**src/hw/rtl/itoa_pkg.sv**
```systemverilog
// ----------------------------------------------------------------------------
// itoa_pkg
// Shared types, character constants and the digit-to-ASCII mapping used by
// the integer to ASCII radix converter.
// ----------------------------------------------------------------------------
package itoa_pkg;

  // Default operand width
  localparam int unsigned ValueWidthDefault = 64;

  // Width of the operand field on the input channel
  localparam int unsigned ValueFieldWidth = 64;

  // Base selector codes
  typedef enum logic [1:0] {
    OP_DEC    = 2'd0,
    OP_OCT    = 2'd1,
    OP_HEX_LO = 2'd2,
    OP_HEX_UP = 2'd3
  } op_e;

  // ASCII constants
  localparam logic [7:0] CharZero   = 8'h30;
  localparam logic [7:0] CharUpperA = 8'h41;
  localparam logic [7:0] CharLowerA = 8'h61;
  localparam logic [7:0] CharMinus  = 8'h2d;

  // Digits below this value map to '0'..'9'
  localparam logic [3:0] DecRadix = 4'd10;

  // Map one digit value to its ASCII character
  function automatic logic [7:0] digit_to_char(input logic [3:0] d, input logic lower);
    logic [7:0] base_char;
    base_char = lower ? CharLowerA : CharUpperA;
    if (d < DecRadix) begin
      return CharZero + {4'b0000, d};
    end
    return base_char + {4'b0000, d} - {4'b0000, DecRadix};
  endfunction

endpackage

```
**src/hw/rtl/itoa_if.sv**
```systemverilog
// ----------------------------------------------------------------------------
// itoa_if
// Valid/ready channels of the converter: operand input and character output.
// ----------------------------------------------------------------------------
interface itoa_in_if;
  logic                                  valid;
  logic                                  ready;
  logic [itoa_pkg::ValueFieldWidth-1:0]  value;
  logic                                  is_signed;
  logic [1:0]                            opcode;

  modport source (output valid, output value, output is_signed, output opcode, input ready);
  modport sink   (input valid, input value, input is_signed, input opcode, output ready);
endinterface

interface itoa_out_if;
  logic       valid;
  logic       ready;
  logic [7:0] digit_char;
  logic       last;

  modport source (output valid, output digit_char, output last, input ready);
  modport sink   (input valid, input digit_char, input last, output ready);
endinterface

```
**src/hw/rtl/integer_to_ascii_radix.sv**
```systemverilog
// ----------------------------------------------------------------------------
// integer_to_ascii_radix
// Converts an operand to ASCII digits in decimal, octal or hex, most
// significant first, with a leading minus sign for negative signed decimal.
// ----------------------------------------------------------------------------
// Steps: the operand is taken while idle, decimal operands then pass through
//   bit-serial shift-and-add-3, leading zeros are dropped in the skip phase,
//   then the characters are sent, stalling while the output register is full.
// Flow: one item at a time; a new operand is accepted only in idle, after the
//   last character of the previous one has been registered for output.
// Reset: rst_ni clears the controller to idle and the output register empty.
module integer_to_ascii_radix #(
  parameter int unsigned VALUE_WIDTH = itoa_pkg::ValueWidthDefault
) (
  input  logic       clk_i,
  input  logic       rst_ni,
  itoa_in_if.sink    in_i,
  itoa_out_if.source out_o
);

  // Digit counts per base
  localparam int unsigned NumDec  = (VALUE_WIDTH * 30103) / 100000 + 1;
  localparam int unsigned NumOct  = (VALUE_WIDTH + 2) / 3;
  localparam int unsigned NumHex  = (VALUE_WIDTH + 3) / 4;
  localparam int unsigned DW      = NumDec * 4;
  localparam int unsigned OctBits = NumOct * 3;
  localparam int unsigned HexBits = NumHex * 4;
  localparam int unsigned CW      = $clog2(VALUE_WIDTH + 1);

  typedef enum logic [3:0] {
    ST_IDLE = 4'b0001,
    ST_CONV = 4'b0010,
    ST_SKIP = 4'b0100,
    ST_EMIT = 4'b1000
  } state_e;

  state_e                 state_q, state_d;
  logic [DW-1:0]          work_q, work_d;
  logic [VALUE_WIDTH-1:0] mag_q, mag_d;
  logic [CW-1:0]          cnt_q, cnt_d;
  logic                   oct_q, oct_d;
  logic                   lower_q, lower_d;
  logic                   neg_q, neg_d;
  logic                   out_valid_q, out_valid_d;
  logic [7:0]             out_char_q, out_char_d;
  logic                   out_last_q, out_last_d;

  logic [VALUE_WIDTH-1:0] in_val;
  logic                   in_neg;
  logic [VALUE_WIDTH-1:0] in_mag;
  itoa_pkg::op_e          in_op;
  logic [DW-1:0]          work_adj;
  logic [3:0]             top_digit;
  logic [DW-1:0]          work_shift;
  logic                   out_free;

  // Decode the incoming operand
  assign in_val = in_i.value[VALUE_WIDTH-1:0];
  assign in_op  = itoa_pkg::op_e'(in_i.opcode);
  assign in_neg = (in_op == itoa_pkg::OP_DEC) && in_i.is_signed && in_val[VALUE_WIDTH-1];
  assign in_mag = in_neg ? (~in_val + VALUE_WIDTH'(1)) : in_val;

  // Add 3 to every BCD digit of 5 or more before the shift
  always_comb begin
    work_adj = work_q;
    for (int i = 0; i < int'(NumDec); i++) begin
      if (work_q[i*4 +: 4] >= 4'd5) begin
        work_adj[i*4 +: 4] = work_q[i*4 +: 4] + 4'd3;
      end
    end
  end

  // Select the leading digit and the work register advanced by one digit
  assign top_digit  = oct_q ? {1'b0, work_q[DW-1 -: 3]} : work_q[DW-1 -: 4];
  assign work_shift = oct_q ? (work_q << 3) : (work_q << 4);
  assign out_free   = !out_valid_q || out_o.ready;

  assign in_i.ready       = (state_q == ST_IDLE);
  assign out_o.valid      = out_valid_q;
  assign out_o.digit_char = out_char_q;
  assign out_o.last       = out_last_q;

  // Sequence conversion, zero skipping and character output
  always_comb begin
    state_d     = state_q;
    work_d      = work_q;
    mag_d       = mag_q;
    cnt_d       = cnt_q;
    oct_d       = oct_q;
    lower_d     = lower_q;
    neg_d       = neg_q;
    out_valid_d = out_valid_q && !out_o.ready;
    out_char_d  = out_char_q;
    out_last_d  = out_last_q;
    case (state_q)
      ST_IDLE: begin
        if (in_i.valid) begin
          neg_d   = in_neg;
          lower_d = (in_op == itoa_pkg::OP_HEX_LO);
          oct_d   = (in_op == itoa_pkg::OP_OCT);
          mag_d   = in_mag;
          case (in_op)
            itoa_pkg::OP_DEC: begin
              work_d  = '0;
              cnt_d   = CW'(VALUE_WIDTH);
              state_d = ST_CONV;
            end
            itoa_pkg::OP_OCT: begin
              work_d  = DW'(in_val) << (DW - OctBits);
              cnt_d   = CW'(NumOct);
              state_d = ST_SKIP;
            end
            default: begin
              work_d  = DW'(in_val) << (DW - HexBits);
              cnt_d   = CW'(NumHex);
              state_d = ST_SKIP;
            end
          endcase
        end
      end
      ST_CONV: begin
        // Shift one magnitude bit into the BCD register
        work_d = {work_adj[DW-2:0], mag_q[VALUE_WIDTH-1]};
        mag_d  = mag_q << 1;
        cnt_d  = cnt_q - CW'(1);
        if (cnt_q == CW'(1)) begin
          cnt_d   = CW'(NumDec);
          state_d = ST_SKIP;
        end
      end
      ST_SKIP: begin
        // Drop leading zeros, keep at least one digit
        if ((top_digit == 4'd0) && (cnt_q != CW'(1))) begin
          work_d = work_shift;
          cnt_d  = cnt_q - CW'(1);
        end else begin
          state_d = ST_EMIT;
        end
      end
      ST_EMIT: begin
        if (out_free) begin
          out_valid_d = 1'b1;
          if (neg_q) begin
            out_char_d = itoa_pkg::CharMinus;
            out_last_d = 1'b0;
            neg_d      = 1'b0;
          end else begin
            out_char_d = itoa_pkg::digit_to_char(top_digit, lower_q);
            out_last_d = (cnt_q == CW'(1));
            work_d     = work_shift;
            cnt_d      = cnt_q - CW'(1);
            if (cnt_q == CW'(1)) begin
              state_d = ST_IDLE;
            end
          end
        end
      end
      default: begin
        state_d = ST_IDLE;
      end
    endcase
  end

  // Control registers
  always_ff @(posedge clk_i or negedge rst_ni) begin
    if (!rst_ni) begin
      state_q     <= ST_IDLE;
      cnt_q       <= '0;
      neg_q       <= 1'b0;
      out_valid_q <= 1'b0;
    end else begin
      state_q     <= state_d;
      cnt_q       <= cnt_d;
      neg_q       <= neg_d;
      out_valid_q <= out_valid_d;
    end
  end

  // Datapath registers
  always_ff @(posedge clk_i) begin
    work_q     <= work_d;
    mag_q      <= mag_d;
    oct_q      <= oct_d;
    lower_q    <= lower_d;
    out_char_q <= out_char_d;
    out_last_q <= out_last_d;
  end

`ifndef NO_ASSERTIONS
  // An accepted item leaves idle at once
  assert property (@(posedge clk_i) disable iff (!rst_ni)
    (in_i.valid && in_i.ready) |=> !in_i.ready)
    else $error("converter stayed idle after an input transfer");

  // No unfinished character stream while converting the next operand
  assert property (@(posedge clk_i) disable iff (!rst_ni)
    (state_q == ST_CONV) |-> !(out_valid_q && !out_last_q))
    else $error("conversion started before the previous stream ended");

  // Digits remain whenever digits are being skipped or sent
  assert property (@(posedge clk_i) disable iff (!rst_ni)
    ((state_q == ST_SKIP) || (state_q == ST_EMIT)) |-> (cnt_q != '0))
    else $error("digit counter ran out before the last character");

  // A minus sign never ends a value
  assert property (@(posedge clk_i) disable iff (!rst_ni)
    out_valid_q |-> !(out_last_q && (out_char_q == itoa_pkg::CharMinus)))
    else $error("minus sign flagged as last character");
`endif

endmodule
```
**src/flat_wrapper.sv**
```systemverilog
// flat-port wrapper written by rule: the top's interface ports become plain ports
module integer_to_ascii_radix_flat 
#(
  parameter int unsigned VALUE_WIDTH = itoa_pkg::ValueWidthDefault
)
  (clk_i, rst_ni, in_i_valid, in_i_value, in_i_is_signed, in_i_opcode, in_i_ready, out_o_valid, out_o_digit_char, out_o_last, out_o_ready);
  itoa_in_if in_i_i ();
  itoa_out_if out_o_i ();
  input  logic clk_i;
  input  logic rst_ni;
  input wire logic [$bits(in_i_i.valid)-1:0] in_i_valid;
  input wire logic [$bits(in_i_i.value)-1:0] in_i_value;
  input wire logic [$bits(in_i_i.is_signed)-1:0] in_i_is_signed;
  input wire logic [$bits(in_i_i.opcode)-1:0] in_i_opcode;
  output wire logic [$bits(in_i_i.ready)-1:0] in_i_ready;
  output wire logic [$bits(out_o_i.valid)-1:0] out_o_valid;
  output wire logic [$bits(out_o_i.digit_char)-1:0] out_o_digit_char;
  output wire logic [$bits(out_o_i.last)-1:0] out_o_last;
  input wire logic [$bits(out_o_i.ready)-1:0] out_o_ready;
  assign in_i_i.valid = in_i_valid;
  assign in_i_i.value = in_i_value;
  assign in_i_i.is_signed = in_i_is_signed;
  assign in_i_i.opcode = in_i_opcode;
  assign in_i_ready = in_i_i.ready;
  assign out_o_valid = out_o_i.valid;
  assign out_o_digit_char = out_o_i.digit_char;
  assign out_o_last = out_o_i.last;
  assign out_o_i.ready = out_o_ready;
  integer_to_ascii_radix #(.VALUE_WIDTH(VALUE_WIDTH)) u_core (.clk_i(clk_i), .rst_ni(rst_ni), .in_i(in_i_i), .out_o(out_o_i));
endmodule
```
**config.mk**
```make
export PLATFORM = sky130hd
export DESIGN_NAME = integer_to_ascii_radix_flat
export DESIGN_NICKNAME = d
export VERILOG_FILES = /design/src/hw/rtl/itoa_pkg.sv /design/src/hw/rtl/itoa_if.sv /design/src/hw/rtl/integer_to_ascii_radix.sv /design/src/flat_wrapper.sv
export SDC_FILE = /design/constraint.sdc
export NUM_CORES = 1
export LEC_CHECK = 0
export BUFFER_PORTS_ARGS = -buffer_cell sky130_fd_sc_hd__clkbuf_2
export CAP_MARGIN = 20
export CORE_MARGIN = 2
export CORE_UTILIZATION = 35
export DETAILED_ROUTE_END_ITERATION = 7
export SYNTH_ARGS = -nofsm -noshare
export SYNTH_HDL_FRONTEND = slang
export SYNTH_SLANG_ARGS = --single-unit
```
**constraint.sdc**
```tcl
create_clock -name clk_i -period 6.1 [get_ports clk_i]
set_input_delay 0.61 -clock clk_i [delete_from_list [all_inputs] [get_ports clk_i]]
set_output_delay 0.61 -clock clk_i [all_outputs]
set_load 0.05 [all_outputs]
```
==> results.cfg, run 1 <==
[sta]
clock_skew_ps = 12.2
finalSetupViolations = 0
tightest_slew_ps = 1060
setup-tns-final_ps = 0
hold_viol_final = 0
slew_headroom_pct = 29.0
drv_slew = 0
finalCritPeriodShare_pct = 56.1
fmax_mhz = 292
rsz0062_at_grt = false
fin_crit_ps = 3420
fin_ws_ps = 2680

[clocking]
cts_buffers = 17
cts_max_level = 4
cts_tree = done
clk_latency_ps = 440
cts_setup_buffers = 0
cts-root-buf = clkbuf_16
clk_pin_slew_ps = 70
clk_path_buf_depth = 2
clock_sinks = 167
cts_hold_buf = 0
ctsResizeCount = 0

[synthesis]
yosysWarnings = 0
async_flop_share_pct = 7.78
avgSynthCellArea_um2 = 9.70
yosysSeqAreaShare_pct = 42.0
ys.flop_type = edfxtp_1
ys_types = 62
synth-seq-cells = 167
synth_edf_count = 154
syn-cell-area_um2 = 11800
synth_fp_nets = 1331
synth_cells = 1215

[critical_path]
ff2ff_setup_slack_ps = 3130
critPathMaxFanout = 13
worstPathCellList = clkbuf_2, inv_1, ha_1, or3b_2, or4_1, nor3_2, a31oi_1, xnor2_1, a21oi_1
crit_path_top_delay_cell = nor3_2
reg2reg_depth = 7
rr_endpoint = u_core.mag_q[35]
crit_type = in2reg
startpoint = in_i_value[0]
critPathRequiredTime_ps = 6250
critPathLaunchType = input port
crit_arrival_ps = 3580
endpoint = u_core.mag_q[52]
r2r_start = u_core.state_q[3]
critPathCaptureType = register
cpPeakStageDelay_ps = 900

[cells_and_area]
drive_gt1_share_pct = 11.6
final_nets = 1357
final_core_util_pct = 39.4
final_common_cell = edfxtp_1
postLayoutCellArea_um2 = 13200
syn_to_final_growth_pct = 11.6
mostFrequentLayoutCells = edfxtp_1, a21oi_1, o21ai_0, mux2i_1, clkbuf_2

[grt]
grt-ovfl-total = 0
grt_pass1_wl_um = 51800
grt_pass1_vias = 9220
grt_start_max_net_pins = 102
grt_antenna_before_repair = 4
grt_usage_pct = 18.4

[power_and_ir_drop]
powerDensity_nw_per_um2 = 491
p_sw_share_pct = 41.5
internal-power_w = 0.00378
power.total_w = 0.00646
seqPwrFrac_pct = 39.0
ir_drop_v = 0.000240
leakagePower_nw = 4.70
power.net_switching_w = 0.00268
power.share.combinational_pct = 44.2
p_clk_share_pct = 16.7

[die]
initial_core_util_pct = 35.3
fp.dieW_um = 188
core_um2 = 33400
rows = 67
die_area_um2 = 35200
die_h_um = 188
ios = 82

[place]
numPortBuffers = 80
dp_hpwl_um = 21600
dpl_cell_area_um2 = 12500
gp_congestion = 0.882
dp_slack_ps = 2250

[hold_path]
hold_path_class = in2async

[route]
vias = 9837
wl_per_cell_um = 19.1
remaining_drc_errors = 0
ant_nets = 0
wl_um = 32600
firstDrtPassIters = 5
viasPerCell = 5.77
drtIter0Drc = 866

[status]
outcome = completed

[flow_run]
drv_cap = 0
[worst min-delay path by stage]
stage / start / endpoint / slack [ps] / cells past startpoint
2_1_floorplan: rst_ni / u_core.cnt_q[0] / 310 / 0
3_3_place_gp: u_core.mag_q[43] / u_core.mag_q[44] / 510 / 2
3_5_place_dp: u_core.mag_q[32] / u_core.mag_q[33] / 510 / 2
4_1_cts: rst_ni / u_core.cnt_q[5] / 70 / 1
5_1_grt: rst_ni / u_core.cnt_q[0] / 90 / 1
6_report: rst_ni / u_core.out_o.valid / 70 / 1
[through the flow]
step,instances,hold WS (ps)
global route,1705,86.2
global placement,1669,505
finish,1705,73.0
CTS,1701,69.0
floorplan,1215,314
detailed placement,1669,509
[synthesized netlist by cell type, drive strengths merged (4+ instances only)]
| library cell | count | area share [%] |
|---|---|---|
| nand4 | 4 | 0.21 |
| nor3b | 38 | 2.4 |
| o31ai | 10 | 0.68 |
| xnor2 | 57 | 4.2 |
| a211oi | 4 | 0.25 |
| a221o | 62 | 5.3 |
| o41ai | 8 | 0.66 |
| and2 | 4 | 0.21 |
| clkbuf | 60 | 1.9 |
| o22ai | 59 | 3.1 |
| buf | 24 | 0.83 |
| or3 | 9 | 0.48 |
| a31oi | 11 | 0.58 |
| inv | 54 | 1.7 |
| o21ai | 102 | 4.3 |
| ha | 45 | 4.8 |
| nand3 | 9 | 0.38 |
| nor3 | 23 | 1.1 |
| xor2 | 25 | 1.9 |
| nor4 | 13 | 0.69 |
| nor2 | 70 | 2.2 |
| dfrtp | 12 | 2.5 |
| edfxtp | 154 | 39 |
| a21oi | 103 | 4.4 |
| nand2 | 79 | 2.5 |
| nand2b | 26 | 1.4 |
| or4 | 13 | 0.83 |
| mux2i | 92 | 7.8 |
| nor2b | 4 | 0.21 |
[power by group through the flow]
| stage | Sequential, W | Clock (W) | Combinational (W) |
|---|---|---|---|
| 6_report | 0.00252 | 0.00108 | 0.00286 |
| 5_1_grt | 0.00260 | 0.00114 | 0.00320 |
| 4_1_cts | 0.00251 | 0.00110 | 0.00285 |
| 3_5_place_dp | 0.00253 | 0 | 0.00284 |
| 3_3_place_gp | 0.00252 | 0 | 0.00278 |
| 2_1_floorplan | 0.00242 | 0 | 0.00222 |
[worst max-delay path: cells and delay by family]
family	cells	cell delay [ps]
AOI/OAI and AO/OA	2	310
xor gates and xnor gates	1	200
adders and majority gates	1	160
buffers and inverters	2	210
and+or+nand+nor	3	2070
[cell type report]
type / count / area, um^2
Fill cell: 3344 / 20200
Multi-Input combinational cell: 910 / 6350
Sequential cell: 167 / 4950
Tap cell: 448 / 561
Timing Repair Buffer: 91 / 503
Clock buffer: 19 / 453
Inverter: 54 / 203
Clock inverter: 13 / 124
Antenna cell: 3 / 7.51
[state kept, by name, indices dropped and copies added, names as in the netlist]
register	count
u_core.work_q	80
u_core.mag_q	64
u_core.cnt_q	7
u_core.out_o.digit_char	7
u_core.state_q	4
u_core.lower_q	1
u_core.neg_q	1
u_core.oct_q	1
u_core.out_o.last	1
u_core.out_o.valid	1
[kinds of logic (layout without fill, tap and decap cells)]
family	Yosys count	in the layout	share of synthesized area, %
AOI/OAI and AO/OA	385	385	21.1
xor gates and xnor gates	82	82	6.09
adders and majority gates	45	45	4.78
and+or+nand+nor	303	303	13.5
other	1	4	0.0318
DFF	167	167	42.0
buffers and inverters	138	177	4.46
muxes	94	94	8.00
[layer usage]
| metal | wire (um) | up-vias | global-route usage [%] |
|---|---|---|---|
| met5 | 13 | - | 0 |
| met4 | 773 | 2 | 6.24 |
| met3 | 1450 | 43 | 2.53 |
| met2 | 15500 | 275 | 30.0 |
| met1 | 14800 | 4854 | 25.2 |
| li1 | - | 4663 | - |
No activity file was read; power rests on OpenSTA's default activity.
==> inputs of run 2 (changes only) <==
==> constraint.sdc (replaced) <==
create_clock -name clk_i -period 2.9 [get_ports clk_i]
set_input_delay 0.29 -clock clk_i [delete_from_list [all_inputs] [get_ports clk_i]]
set_output_delay 0.29 -clock clk_i [all_outputs]
set_load 0.05 [all_outputs]
==> results.cfg, run 2 (synthesized netlist as in run 1, its figures left out) <==
[route]
ant_nets = 0
wl_per_cell_um = 18.8
drtIter0Drc = 798
firstDrtPassIters = 5
vias = 9983
wl_um = 32800
remaining_drc_errors = 0
viasPerCell = 5.72

[critical_path]
crit_arrival_ps = 2630
critPathCaptureType = register
rr_endpoint = u_core.mag_q[28]
worstPathCellList = nor2_1, nand3_1, inv_1, and2_1, or2_2, buf_12
critPathRequiredTime_ps = 3040
critPathLaunchType = register
critPathMaxFanout = 23
critPathTopFamily = simple AND/OR/NAND/NOR gates
path_buf_inv = 2
startpoint = u_core.state_q[3]
crit_type = reg2reg
r2r_start = u_core.state_q[3]
cpPeakStageDelay_ps = 460
reg2reg_depth = 6
crit_path_top_delay_cell = dfrtp_1
ff2ff_setup_slack_ps = 410

[place]
dp_hpwl_um = 22300
dpl_cell_area_um2 = 13000
numPortBuffers = 80
gp_congestion = 0.855

[cells_and_area]
top_register = u_core.work_q
final_common_cell = edfxtp_1
reg_top3 = u_core.work_q: 80 flops, u_core.mag_q: 64 flops
n_antenna_cell = 0
drive_gt1_share_pct = 14.5
syn_to_final_growth_pct = 15.6
mostFrequentLayoutCells = edfxtp_1, a21oi_1, o21ai_0, mux2i_1, clkbuf_2
largest_reg_flops = 80
final_nets = 1401
final_core_util_pct = 40.8
postLayoutCellArea_um2 = 13600

[power_and_ir_drop]
p_clk_share_pct = 17.6
powerDensity_nw_per_um2 = 1030
leakagePower_nw = 4.95
ir_drop_v = 0.000452
internal-power_w = 0.00839
power.share.combinational_pct = 44.9
seqPwrFrac_pct = 37.4
power.net_switching_w = 0.00568
p_sw_share_pct = 40.4

[sta]
hold_slack_ps = 43.6
fin_crit_ps = 2490
tightest_slew_ps = 785
fmax_mhz = 401
rsz0062_at_grt = false
drv_slew = 0
clock_skew_ps = 10.0
finalSetupViolations = 0
hold_viol_final = 0
setup-tns-final_ps = 0
slew_headroom_pct = 47.7
finalCritPeriodShare_pct = 86.0

[hold_path]
holdPathEnd = u_core.out_o.valid
hold_path_class = in2reg
min-delay-start = out_o_ready
min_path_cells = 2

[grt]
grt_antenna_before_repair = 1
grt-ovfl-total = 0
grt_pass1_vias = 9550
grt_start_max_net_pins = 108
grt_pass1_wl_um = 52500
grt_usage_pct = 18.5

[clocking]
clk_pin_slew_ps = 70
ctsResizeCount = 0
clk_latency_ps = 440
clk_path_buf_depth = 2
clock_sinks = 167
cts_tree = done
cts_hold_buf = 1
cts_setup_buffers = 0
cts-root-buf = clkbuf_16
cts_buffers = 17
cts_max_level = 4

[die]
fp.dieW_um = 188
die_area_um2 = 35200
initial_core_util_pct = 35.3
die_h_um = 188
ios = 82
rows = 67
core_um2 = 33400

[status]
outcome = completed

[flow_run]
drv_cap = 0
run 2: cell types whose count changed in the layout (fill, tap and decap cells not counted), sizes merged:
cell / before / now
buf: 11 / 54
clkinv: 10 / 4
dlygate4sd3: 0 / 1
clkinvlp: 0 / 4
inv: 56 / 57
bufinv: 1 / 4
diode: 3 / 0
clkbuf: 99 / 97
run 2: power groups by stage:
| stage | combinational [W] | clock, W | sequential (W) |
|---|---|---|---|
| after floorplan | 0.00474 | 0 | 0.00500 |
| after global placement | 0.00619 | 0 | 0.00524 |
| after detailed placement | 0.00632 | 0 | 0.00527 |
| after CTS | 0.00635 | 0.00251 | 0.00524 |
| after global routing | 0.00707 | 0.00260 | 0.00543 |
| final | 0.00632 | 0.00248 | 0.00526 |
run 2: worst register-to-register path: stages (launching register included):
cell	delay [ps]
dfrtp_1	460
nor2_1	290
nand3_1	270
inv_1	180
and2_1	260
or2_2	460
buf_12	260
run 2: layout make-up:
class | count | area [um^2]
clock inverters | 15 | 200
flip-flops and latches | 167 | 4950
clock buffers | 17 | 425
well taps | 448 | 561
multi-input cells | 910 | 6350
inverters | 54 | 203
repair buffers | 135 | 941
fillers | 3335 | 19700
run 2: worst max path at each step:
stage                        to  depth (start not counted)  slack (ps)
6_report       u_core.mag_q[28]                          6         410
4_1_cts        u_core.mag_q[28]                          6         420
5_1_grt        u_core.mag_q[28]                          6         280
3_5_place_dp   u_core.mag_q[39]                          7           7
2_1_floorplan  u_core.work_q[0]                         11          10
3_3_place_gp   u_core.mag_q[39]                          7          30
run 2: routing by layer:
layer | wire [um] | GRT usage (%)
met5 | 11 | 0
met2 | 15700 | 30.4
met1 | 14900 | 25.1
met4 | 704 | 5.97
met3 | 1530 | 3.05
run 2: metrics by stage:
stage               total power, W  worst slack [ps]  instances
CTS                         0.0141               419       1746
global placement            0.0114              34.2       1713
finish                      0.0141               407       1746
global route                0.0151               280       1746
detailed placement          0.0116              7.14       1713
floorplan                  0.00974              13.8       1215
